$ cat src/psc_pkg.sv
// Package for the panel input scanner: sizes, event codes and the key matrix map.
// Used by the scanner, its checker and the testbench.
package psc_pkg;

  localparam int SW_COUNT      = 3;
  localparam int KEY_COUNT     = 17;
  localparam int COL_COUNT     = 7;
  localparam int EV_KEY_BASE   = SW_COUNT + 1;
  localparam int EV_SLOTS      = EV_KEY_BASE + COL_COUNT;
  localparam int EV_SLOT_W     = $clog2(EV_SLOTS);

  localparam logic [7:0] ADC_PERIOD_RESET = 8'd20;

  typedef enum logic [2:0] {
    EV_SW_DOWN  = 3'd0,
    EV_SW_UP    = 3'd1,
    EV_ENC      = 3'd2,
    EV_KEY_DOWN = 3'd3,
    EV_KEY_UP   = 3'd4
  } ev_kind_e;

  // Results waiting for delivery, one slot per possible event of a tick.
  typedef struct packed {
    logic [EV_SLOTS-1:0] mask;
    logic [EV_SLOTS-1:0] up;
    logic signed [1:0]   dir;
    logic [1:0]          row;
    logic [2:0]          drive;
    logic                adc;
  } pend_t;

  function automatic logic [1:0] key_row(input int k);
    logic [1:0] r;
    if (k < 5) begin
      r = 2'd1;
    end else if (k < 10) begin
      r = 2'd2;
    end else begin
      r = 2'd3;
    end
    return r;
  endfunction

  function automatic logic [2:0] key_col(input int k);
    logic [2:0] c;
    case (k)
      0, 5, 10: c = 3'd0;
      1, 6, 11: c = 3'd1;
      2, 7, 12: c = 3'd2;
      3, 13:    c = 3'd3;
      8, 14:    c = 3'd4;
      4, 15:    c = 3'd5;
      9, 16:    c = 3'd6;
      default:  c = 3'd0;
    endcase
    return c;
  endfunction

  function automatic logic [4:0] key_index(input logic [1:0] row, input logic [2:0] col);
    logic [4:0] k;
    k = 5'd0;
    case (row)
      2'd1: begin
        case (col)
          3'd0:    k = 5'd0;
          3'd1:    k = 5'd1;
          3'd2:    k = 5'd2;
          3'd3:    k = 5'd3;
          3'd5:    k = 5'd4;
          default: k = 5'd0;
        endcase
      end
      2'd2: begin
        case (col)
          3'd0:    k = 5'd5;
          3'd1:    k = 5'd6;
          3'd2:    k = 5'd7;
          3'd4:    k = 5'd8;
          3'd6:    k = 5'd9;
          default: k = 5'd0;
        endcase
      end
      2'd3: begin
        k = 5'd10 + {2'b00, col};
      end
      default: k = 5'd0;
    endcase
    return k;
  endfunction

endpackage

$ cat src/psc_if.sv
// Request channels of the panel input scanner: tick input, result output, config write.
// Plain valid/ready interfaces; no package dependency.
interface psc_in_if;
  logic       valid;
  logic       ready;
  logic [2:0] tact_n;
  logic       enc_a_n;
  logic       enc_b_n;
  logic [6:0] col_n;

  modport source (output valid, tact_n, enc_a_n, enc_b_n, col_n, input ready);
  modport sink   (input valid, tact_n, enc_a_n, enc_b_n, col_n, output ready);
endinterface

interface psc_out_if;
  logic              valid;
  logic              ready;
  logic [2:0]        row_drive_n;
  logic              adc_start;
  logic              event_valid;
  logic [2:0]        event_kind;
  logic [4:0]        event_index;
  logic signed [1:0] direction;
  logic              last;

  modport source (output valid, row_drive_n, adc_start, event_valid, event_kind,
                  event_index, direction, last, input ready);
  modport sink   (input valid, row_drive_n, adc_start, event_valid, event_kind,
                  event_index, direction, last, output ready);
endinterface

interface psc_cfg_if;
  logic       valid;
  logic       ready;
  logic [7:0] adc_period;

  modport source (output valid, adc_period, input ready);
  modport sink   (input valid, adc_period, output ready);
endinterface

$ cat src/panel_input_scanner.sv
// Panel input scanner top level: debounce, quadrature decode, key matrix scan, ADC pacing.
// Depends on psc_pkg and the channel interfaces in psc_if.sv.

// Each input request is one timer tick; drive and sample ticks alternate. A tick is
// evaluated in the cycle it is accepted and its events (switches, encoder, then keys of
// the scanned row) are queued in a pending register, from which one result per cycle
// moves into the output register unless the output stalls. A tick has 1 to 11 results;
// the next tick is accepted in the same cycle the previous tick's last result enters
// the output register, so event-free ticks stream at one per cycle when the output does
// not stall. Results pass through the pending register, then the output register.
// Configuration writes are always ready.
module panel_input_scanner (
  input  logic        clk_i,
  input  logic        rst_ni,
  psc_in_if.sink      in_i,
  psc_out_if.source   out_o,
  psc_cfg_if.sink     cfg_i
);
  import psc_pkg::*;

  typedef enum logic [2:0] {
    ROT_IDLE = 3'd0,
    ROT_A_LO = 3'd1,
    ROT_B_LO = 3'd2,
    ROT_A_HI = 3'd3,
    ROT_B_HI = 3'd4
  } rot_e;

  logic              phase_q, phase_d;
  logic [1:0]        scan_row_q, scan_row_d;
  logic [3:0]        sw_hist_q [SW_COUNT];
  logic [3:0]        sw_hist_d [SW_COUNT];
  logic [1:0]        sw_slot_q, sw_slot_d;
  logic [SW_COUNT-1:0] sw_lvl_q, sw_lvl_d;
  logic [3:0]        pin_hist_q [2];
  logic [3:0]        pin_hist_d [2];
  logic [1:0]        pin_slot_q, pin_slot_d;
  logic [1:0]        pin_lvl_q, pin_lvl_d;
  rot_e              rot_q, rot_d;
  logic [1:0]        key_hist_q [KEY_COUNT];
  logic [1:0]        key_hist_d [KEY_COUNT];
  logic              key_slot_q, key_slot_d;
  logic [KEY_COUNT-1:0] key_lvl_q, key_lvl_d;
  logic [7:0]        tick_q, tick_d;
  logic [7:0]        period_q;

  pend_t             pend_q, pend_d, pend_new;
  logic              pend_v_q, pend_v_d;

  logic              out_v_q;
  logic [2:0]        out_drive_q;
  logic              out_adc_q;
  logic              out_ev_q;
  ev_kind_e          out_kind_q;
  logic [4:0]        out_idx_q;
  logic signed [1:0] out_dir_q;
  logic              out_last_q;

  logic              acc;
  logic              out_load;
  logic [EV_SLOTS-1:0] rest_mask;
  logic [EV_SLOT_W-1:0] sel;
  logic [2:0]        sel_col;
  logic              sel_ev;
  ev_kind_e          sel_kind;
  logic [4:0]        sel_idx;
  logic signed [1:0] sel_dir;
  logic [7:0]        tick_inc;

  // ---------------- tick evaluation ----------------
  always_comb begin
    logic [3:0] h;
    logic [1:0] kh;
    logic       both_on;
    logic       both_off;
    phase_d    = phase_q;
    scan_row_d = scan_row_q;
    sw_hist_d  = sw_hist_q;
    sw_slot_d  = sw_slot_q;
    sw_lvl_d   = sw_lvl_q;
    pin_hist_d = pin_hist_q;
    pin_slot_d = pin_slot_q;
    pin_lvl_d  = pin_lvl_q;
    rot_d      = rot_q;
    key_hist_d = key_hist_q;
    key_slot_d = key_slot_q;
    key_lvl_d  = key_lvl_q;
    pend_new   = '0;
    h          = '0;
    kh         = '0;
    both_on    = 1'b0;
    both_off   = 1'b0;

    pend_new.row   = scan_row_q;
    pend_new.drive = 3'b111;
    if (scan_row_q != 2'd0) begin
      pend_new.drive[scan_row_q - 2'd1] = 1'b0;
    end

    tick_inc = tick_q + 8'd1;
    pend_new.adc = (tick_inc >= period_q);
    tick_d = pend_new.adc ? 8'd0 : tick_inc;

    if (!phase_q) begin
      phase_d = 1'b1;
    end else begin
      phase_d = 1'b0;

      for (int i = 0; i < SW_COUNT; i++) begin
        h = sw_hist_q[i];
        h[sw_slot_q] = ~in_i.tact_n[i];
        sw_hist_d[i] = h;
        if (!sw_lvl_q[i] && h == 4'hF) begin
          sw_lvl_d[i] = 1'b1;
          pend_new.mask[i] = 1'b1;
        end else if (sw_lvl_q[i] && h == 4'h0) begin
          sw_lvl_d[i] = 1'b0;
          pend_new.mask[i] = 1'b1;
          pend_new.up[i] = 1'b1;
        end
      end
      sw_slot_d = sw_slot_q + 2'd1;

      // pin 0 is A, pin 1 is B
      pin_hist_d[0][pin_slot_q] = ~in_i.enc_a_n;
      pin_hist_d[1][pin_slot_q] = ~in_i.enc_b_n;
      for (int p = 0; p < 2; p++) begin
        if (!pin_lvl_q[p] && pin_hist_d[p] == 4'hF) begin
          pin_lvl_d[p] = 1'b1;
        end else if (pin_lvl_q[p] && pin_hist_d[p] == 4'h0) begin
          pin_lvl_d[p] = 1'b0;
        end
      end
      pin_slot_d = pin_slot_q + 2'd1;

      if (pin_lvl_q == 2'b00) begin
        if (pin_lvl_d == 2'b01) begin
          rot_d = ROT_A_LO;
        end else if (pin_lvl_d == 2'b10) begin
          rot_d = ROT_B_LO;
        end
      end else if (pin_lvl_q == 2'b11) begin
        if (pin_lvl_d == 2'b01) begin
          rot_d = ROT_A_HI;
        end else if (pin_lvl_d == 2'b10) begin
          rot_d = ROT_B_HI;
        end
      end
      both_on  = (pin_lvl_d == 2'b11);
      both_off = (pin_lvl_d == 2'b00);
      case (rot_d)
        ROT_A_LO, ROT_B_LO: begin
          if (both_on) begin
            pend_new.mask[SW_COUNT] = 1'b1;
            pend_new.dir = (rot_d == ROT_A_LO) ? 2'sd1 : -2'sd1;
            rot_d = ROT_IDLE;
          end else if (both_off) begin
            rot_d = ROT_IDLE;
          end
        end
        ROT_A_HI, ROT_B_HI: begin
          if (both_off) begin
            pend_new.mask[SW_COUNT] = 1'b1;
            pend_new.dir = (rot_d == ROT_A_HI) ? -2'sd1 : 2'sd1;
            rot_d = ROT_IDLE;
          end else if (both_on) begin
            rot_d = ROT_IDLE;
          end
        end
        default: begin
        end
      endcase

      if (scan_row_q != 2'd0) begin
        for (int k = 0; k < KEY_COUNT; k++) begin
          if (key_row(k) == scan_row_q) begin
            kh = key_hist_q[k];
            kh[key_slot_q] = ~in_i.col_n[key_col(k)];
            key_hist_d[k] = kh;
            if (!key_lvl_q[k] && kh == 2'b11) begin
              key_lvl_d[k] = 1'b1;
              pend_new.mask[EV_KEY_BASE + int'(key_col(k))] = 1'b1;
            end else if (key_lvl_q[k] && kh == 2'b00) begin
              key_lvl_d[k] = 1'b0;
              pend_new.mask[EV_KEY_BASE + int'(key_col(k))] = 1'b1;
              pend_new.up[EV_KEY_BASE + int'(key_col(k))] = 1'b1;
            end
          end
        end
        if (scan_row_q == 2'd3) begin
          scan_row_d = 2'd1;
          key_slot_d = ~key_slot_q;
        end else begin
          scan_row_d = scan_row_q + 2'd1;
        end
      end else begin
        scan_row_d = 2'd2;
      end
    end
  end

  // ---------------- result selection ----------------
  always_comb begin
    sel = '0;
    for (int i = EV_SLOTS - 1; i >= 0; i--) begin
      if (pend_q.mask[i]) begin
        sel = EV_SLOT_W'(i);
      end
    end
    rest_mask = pend_q.mask & (pend_q.mask - EV_SLOTS'(1));
    sel_col   = 3'(sel - EV_SLOT_W'(EV_KEY_BASE));
    sel_ev    = (pend_q.mask != '0);
    sel_kind  = EV_SW_DOWN;
    sel_idx   = 5'd0;
    sel_dir   = 2'sd0;
    if (sel_ev) begin
      if (sel < EV_SLOT_W'(SW_COUNT)) begin
        sel_kind = pend_q.up[sel] ? EV_SW_UP : EV_SW_DOWN;
        sel_idx  = 5'(sel);
      end else if (sel == EV_SLOT_W'(SW_COUNT)) begin
        sel_kind = EV_ENC;
        sel_dir  = pend_q.dir;
      end else begin
        sel_kind = pend_q.up[sel] ? EV_KEY_UP : EV_KEY_DOWN;
        sel_idx  = key_index(pend_q.row, sel_col);
      end
    end
  end

  assign out_load = pend_v_q && (!out_v_q || out_o.ready);
  assign in_i.ready = !pend_v_q || (out_load && rest_mask == '0);
  assign acc = in_i.valid && in_i.ready;
  assign cfg_i.ready = 1'b1;

  always_comb begin
    pend_d   = pend_q;
    pend_v_d = pend_v_q;
    if (acc) begin
      pend_d   = pend_new;
      pend_v_d = 1'b1;
    end else if (out_load) begin
      pend_d.mask = rest_mask;
      pend_v_d    = (rest_mask != '0);
    end
  end

  // ---------------- state ----------------
  always_ff @(posedge clk_i or negedge rst_ni) begin
    if (!rst_ni) begin
      phase_q    <= 1'b0;
      scan_row_q <= 2'd1;
      sw_slot_q  <= '0;
      sw_lvl_q   <= '0;
      pin_slot_q <= '0;
      pin_lvl_q  <= '0;
      rot_q      <= ROT_IDLE;
      key_slot_q <= 1'b0;
      key_lvl_q  <= '0;
      tick_q     <= '0;
      period_q   <= ADC_PERIOD_RESET;
      pend_v_q   <= 1'b0;
      out_v_q    <= 1'b0;
      for (int i = 0; i < SW_COUNT; i++) begin
        sw_hist_q[i] <= '0;
      end
      for (int p = 0; p < 2; p++) begin
        pin_hist_q[p] <= '0;
      end
      for (int k = 0; k < KEY_COUNT; k++) begin
        key_hist_q[k] <= '0;
      end
    end else begin
      if (cfg_i.valid) begin
        period_q <= cfg_i.adc_period;
      end
      if (acc) begin
        phase_q    <= phase_d;
        scan_row_q <= scan_row_d;
        sw_hist_q  <= sw_hist_d;
        sw_slot_q  <= sw_slot_d;
        sw_lvl_q   <= sw_lvl_d;
        pin_hist_q <= pin_hist_d;
        pin_slot_q <= pin_slot_d;
        pin_lvl_q  <= pin_lvl_d;
        rot_q      <= rot_d;
        key_hist_q <= key_hist_d;
        key_slot_q <= key_slot_d;
        key_lvl_q  <= key_lvl_d;
        tick_q     <= tick_d;
      end
      pend_v_q <= pend_v_d;
      if (out_load) begin
        out_v_q <= 1'b1;
      end else if (out_o.ready) begin
        out_v_q <= 1'b0;
      end
    end
  end

  always_ff @(posedge clk_i) begin
    pend_q <= pend_d;
    if (out_load) begin
      out_drive_q <= pend_q.drive;
      out_adc_q   <= pend_q.adc;
      out_ev_q    <= sel_ev;
      out_kind_q  <= sel_kind;
      out_idx_q   <= sel_idx;
      out_dir_q   <= sel_dir;
      out_last_q  <= (rest_mask == '0);
    end
  end

  assign out_o.valid       = out_v_q;
  assign out_o.row_drive_n = out_drive_q;
  assign out_o.adc_start   = out_adc_q;
  assign out_o.event_valid = out_ev_q;
  assign out_o.event_kind  = out_kind_q;
  assign out_o.event_index = out_idx_q;
  assign out_o.direction   = out_dir_q;
  assign out_o.last        = out_last_q;

endmodule

$ cat src/flat_wrapper.sv
// flat-port wrapper written by rule: the top's interface ports become plain ports
module panel_input_scanner_flat import psc_pkg::*;
  (clk_i, rst_ni, in_i_valid, in_i_tact_n, in_i_enc_a_n, in_i_enc_b_n, in_i_col_n, in_i_ready, out_o_valid, out_o_row_drive_n, out_o_adc_start, out_o_event_valid, out_o_event_kind, out_o_event_index, out_o_direction, out_o_last, out_o_ready, cfg_i_valid, cfg_i_adc_period, cfg_i_ready);
  psc_in_if in_i_i ();
  psc_out_if out_o_i ();
  psc_cfg_if cfg_i_i ();
  input  logic clk_i;
  input  logic rst_ni;
  input wire logic [$bits(in_i_i.valid)-1:0] in_i_valid;
  input wire logic [$bits(in_i_i.tact_n)-1:0] in_i_tact_n;
  input wire logic [$bits(in_i_i.enc_a_n)-1:0] in_i_enc_a_n;
  input wire logic [$bits(in_i_i.enc_b_n)-1:0] in_i_enc_b_n;
  input wire logic [$bits(in_i_i.col_n)-1:0] in_i_col_n;
  output wire logic [$bits(in_i_i.ready)-1:0] in_i_ready;
  output wire logic [$bits(out_o_i.valid)-1:0] out_o_valid;
  output wire logic [$bits(out_o_i.row_drive_n)-1:0] out_o_row_drive_n;
  output wire logic [$bits(out_o_i.adc_start)-1:0] out_o_adc_start;
  output wire logic [$bits(out_o_i.event_valid)-1:0] out_o_event_valid;
  output wire logic [$bits(out_o_i.event_kind)-1:0] out_o_event_kind;
  output wire logic [$bits(out_o_i.event_index)-1:0] out_o_event_index;
  output wire logic [$bits(out_o_i.direction)-1:0] out_o_direction;
  output wire logic [$bits(out_o_i.last)-1:0] out_o_last;
  input wire logic [$bits(out_o_i.ready)-1:0] out_o_ready;
  input wire logic [$bits(cfg_i_i.valid)-1:0] cfg_i_valid;
  input wire logic [$bits(cfg_i_i.adc_period)-1:0] cfg_i_adc_period;
  output wire logic [$bits(cfg_i_i.ready)-1:0] cfg_i_ready;
  assign in_i_i.valid = in_i_valid;
  assign in_i_i.tact_n = in_i_tact_n;
  assign in_i_i.enc_a_n = in_i_enc_a_n;
  assign in_i_i.enc_b_n = in_i_enc_b_n;
  assign in_i_i.col_n = in_i_col_n;
  assign in_i_ready = in_i_i.ready;
  assign out_o_valid = out_o_i.valid;
  assign out_o_row_drive_n = out_o_i.row_drive_n;
  assign out_o_adc_start = out_o_i.adc_start;
  assign out_o_event_valid = out_o_i.event_valid;
  assign out_o_event_kind = out_o_i.event_kind;
  assign out_o_event_index = out_o_i.event_index;
  assign out_o_direction = out_o_i.direction;
  assign out_o_last = out_o_i.last;
  assign out_o_i.ready = out_o_ready;
  assign cfg_i_i.valid = cfg_i_valid;
  assign cfg_i_i.adc_period = cfg_i_adc_period;
  assign cfg_i_ready = cfg_i_i.ready;
  panel_input_scanner u_core (.clk_i(clk_i), .rst_ni(rst_ni), .in_i(in_i_i), .out_o(out_o_i), .cfg_i(cfg_i_i));
endmodule
$ cat config.mk
export PLATFORM = sky130hd
export DESIGN_NAME = panel_input_scanner_flat
export DESIGN_NICKNAME = d
export VERILOG_FILES = /design/src/psc_pkg.sv /design/src/psc_if.sv /design/src/panel_input_scanner.sv /design/src/flat_wrapper.sv
export SDC_FILE = /design/constraint.sdc
export NUM_CORES = 1
export LEC_CHECK = 0
export BUFFER_PORTS_ARGS = -buffer_cell sky130_fd_sc_hd__clkbuf_2
export CAP_MARGIN = 15
export CORE_UTILIZATION = 65
export DETAILED_ROUTE_END_ITERATION = 6
export PLACE_DENSITY = 0.89
export SLEW_MARGIN = 10
export SYNTH_ARGS = -nofsm -noshare
export SYNTH_HDL_FRONTEND = slang
export SYNTH_SLANG_ARGS = --single-unit
$ cat constraint.sdc
create_clock -name clk_i -period 8.8 [get_ports clk_i]
set_clock_uncertainty 0.05 [all_clocks]
set_input_delay 1.76 -clock clk_i [delete_from_list [all_inputs] [get_ports clk_i]]
set_output_delay 1.76 -clock clk_i [all_outputs]
set_load 0.005 [all_outputs]
==> results.tsv <==
metric	value	unit
final hold vios	0	
RSZ-0062 raised after global routing	false	
die span in x	113	um
1st-iter DRT viols	797	
status	finished, final reports clean	
maximum clock rate	0.201	GHz
Placed Cells	969	
Synth cell types	72	
io pins	44	
Starting Density	0.665	
drt wl/cell	18.0	um
CTS clock-pin slew for the worst setup and hold paths	0.06	ns
Rel. slew slack	0.346	
FF-to-FF Start	u_core.pend_q[22]$_DFFE_PP_	
placed wire-length estimate	12000	um
crit-path cells	or4_1, or3_4, a2111oi_0, or2_0, a21oi_1, nor2_1, clkbuf_2	
pre-CTS setup slack	4.30	ns
global placer's final weighted congestion	0.921	
Final Cycle Share	0.566	
Setup crit start kind	flip-flop	
clock buffer depth	2	
total power	1.66	mW
I/O Buffers	42	
crit path time final	4.98	ns
first-pass GRT wire length	29800	um
clock buffer count from CTS	17	
post-layout util	0.739	
CORE AREA	12000	um2
Clock Latency Late Sink	0.44	ns
ant diodes	0	
Vias/cell	6.38	
Setup CP Type	flip-flop to primary output	
Critical Path Max Stage Delay	0.67	ns
drt drc	0	
Least-Margin Pin Slew	0.977	ns
commonest non-fill, non-tap cell in the layout	dfrtp_1	
initial antenna violation count	0	
EDFF count, synth	45	
Async S/R FF share, synth	0.700	
Pleak	3.96	nW
PwrDens	187	nW/um2
first-pass detailed-route iteration total	6	
start point of the critical path	u_core.pend_q[22]$_DFFE_PP_	
FF+latch count, synth	150	
num rows	40	
Non-Filler Instances	1001	
CP Capture Point	in_i_ready	
DRT antenna net count	0	
GRT Total Usage	0.301	
clk sinks	150	
Hold Slack	0.371	ns
CP Capture Type	primary output	
worst reg-to-reg setup slack	4.17	ns
Synth-to-Final Area Change	11.1	%
Die Span Y	113	um
vias in the first global route	6103	
Hold Buf Count CTS	0	
FF-to-FF End	u_core.key_hist_q[9]$_DFFE_PN0P_	
Peak VDD IR	0.000155	V
largest net degree at the start of global routing	74	
final WL	18000	um
Critical Path AT	3.17	ns
top_reg_cell synth	dfrtp_1	
Finished Cell Area	8870	um2
Post-CTS Setup Inserts	0	
cells on worst reg2reg path	9	
net count after synthesis	866	
Root Driver	clkbuf_16	
final worst slack	3.82	ns
via count	6385	
syn_area_per_cell	9.71	um2
Synth Instances	823	
sequential area share after synthesis	0.499	
setup_tns	0	ns
Ys Warns	0	
Post-DP Area	8220	um2
Crit Path Max Fanout	6	
type of the worst min-delay path	flip-flop to flip-flop	
share of cells above drive strength 1	0.118	
layout net count	884	
mapped cell area	7990	um2
Pins Over Slew Limit	0	
setup violators final	0	
Die ar.	12700	um2
max-cap violations	0	
worst path required time	6.99	ns
CTS HTree Levels	4	
post-CTS sizing	0	
commonest non-fill, non-tap cells in the layout	dfrtp_1, nand2_1, o21ai_0, inv_1, nor2_1	
CTS tree	done	
slowest cell on the critical path	or4_1	
Remaining Overflow, GRT	0	
==> final cells by class <==
type	instances	area (um2)
clock buffers	19	433
clock inverters	13	226
fillers	788	3140
inverters	59	221
multi-input cells	567	3580
flip-flops and latches	150	3980
well taps	147	184
repair buffers	46	243
==> critical path, delay by kind of cell, from the launching register on <==
family                 cells  cell delay [ns]
AO/OA/AOI/OAI              2             0.66
flip-flops                 1             0.46
AND/OR/NAND/NOR            4             1.47
buffers and inverters      1             0.13
==> flip-flops by register name (all words and copies together), names as in the netlist, 2 cells and up <==
name and flops:
u_core.out_o.direction 2, u_core.pin_slot_q 2, u_core.rot_q 3, u_core.pin_lvl_q 2, u_core.tick_q 8, u_core.period_q 8, u_core.out_o.event_kind 3, u_core.pin_hist_q 8
u_core.key_hist_q 34, u_core.sw_slot_q 2, u_core.scan_row_q 2, u_core.out_o.event_index 5, u_core.key_lvl_q 17, u_core.sw_lvl_q 3, u_core.pend_q 29, u_core.sw_hist_q 12
u_core.out_o.row_drive_n 3
==> worst min-delay path by stage <==
stage / startpoint / endpoint / slack [ns] / cells past startpoint
6_report: u_core.pend_q[0]$_DFFE_PP_ / u_core.out_o.adc_start$_DFFE_PP_ / 0.37 / 0
2_1_floorplan: u_core.pend_q[0]$_DFFE_PP_ / u_core.out_o.adc_start$_DFFE_PP_ / 0.35 / 0
3_3_place_gp: u_core.pend_q[0]$_DFFE_PP_ / u_core.out_o.adc_start$_DFFE_PP_ / 0.36 / 0
4_1_cts: u_core.pend_q[1]$_SDFFCE_PP1P_ / u_core.out_o.row_drive_n[0]$_DFFE_PP_ / 0.37 / 0
3_5_place_dp: u_core.pend_q[1]$_SDFFCE_PP1P_ / u_core.out_o.row_drive_n[0]$_DFFE_PP_ / 0.36 / 0
5_1_grt: u_core.pend_q[1]$_SDFFCE_PP1P_ / u_core.out_o.row_drive_n[0]$_DFFE_PP_ / 0.37 / 0
==> report_power, final <==
group / internal (mW) / total [mW] / switching (mW)
Sequential: 0.732 / 0.746 / 0.0131
Clock: 0.530 / 0.816 / 0.286
Combinational: 0.0348 / 0.101 / 0.0658
==> metal layers <==
layer / global-route usage / vias up / wire length [um]
li1: - / 2986 / -
met1: 0.396 / 3036 / 7540
met2: 0.495 / 321 / 8820
met3: 0.0643 / 42 / 1250
met4: 0.113 / 0 / 417
met5: 0 / - / 0
==> synth_stat cells (18+ instances only) <==
library cell	number	area share
a21oi_1	27	0.017
clkbuf_1	29	0.014
dfrtp_1	102	0.32
edfxtp_1	45	0.17
ha_1	18	0.028
inv_1	58	0.027
mux2i_1	44	0.055
nand2_1	101	0.047
nor2_1	50	0.023
nor3_1	26	0.016
o21ai_0	72	0.045
o22ai_1	19	0.015
==> logic make-up (layout without fill, tap and decap cells) <==
kind of cell,Yosys count,count (layout),synth area share
and+or+nand+nor,269,269,0.163
AOI/OAI and AO/OA,211,211,0.170
xor gates and xnor gates,10,10,0.0110
adders and majority gates,20,20,0.0307
other,1,1,0.000469
buffers and inverters,106,137,0.0528
muxes,56,56,0.0735
DFF,150,150,0.499
(Power assumes the default switching activity.)
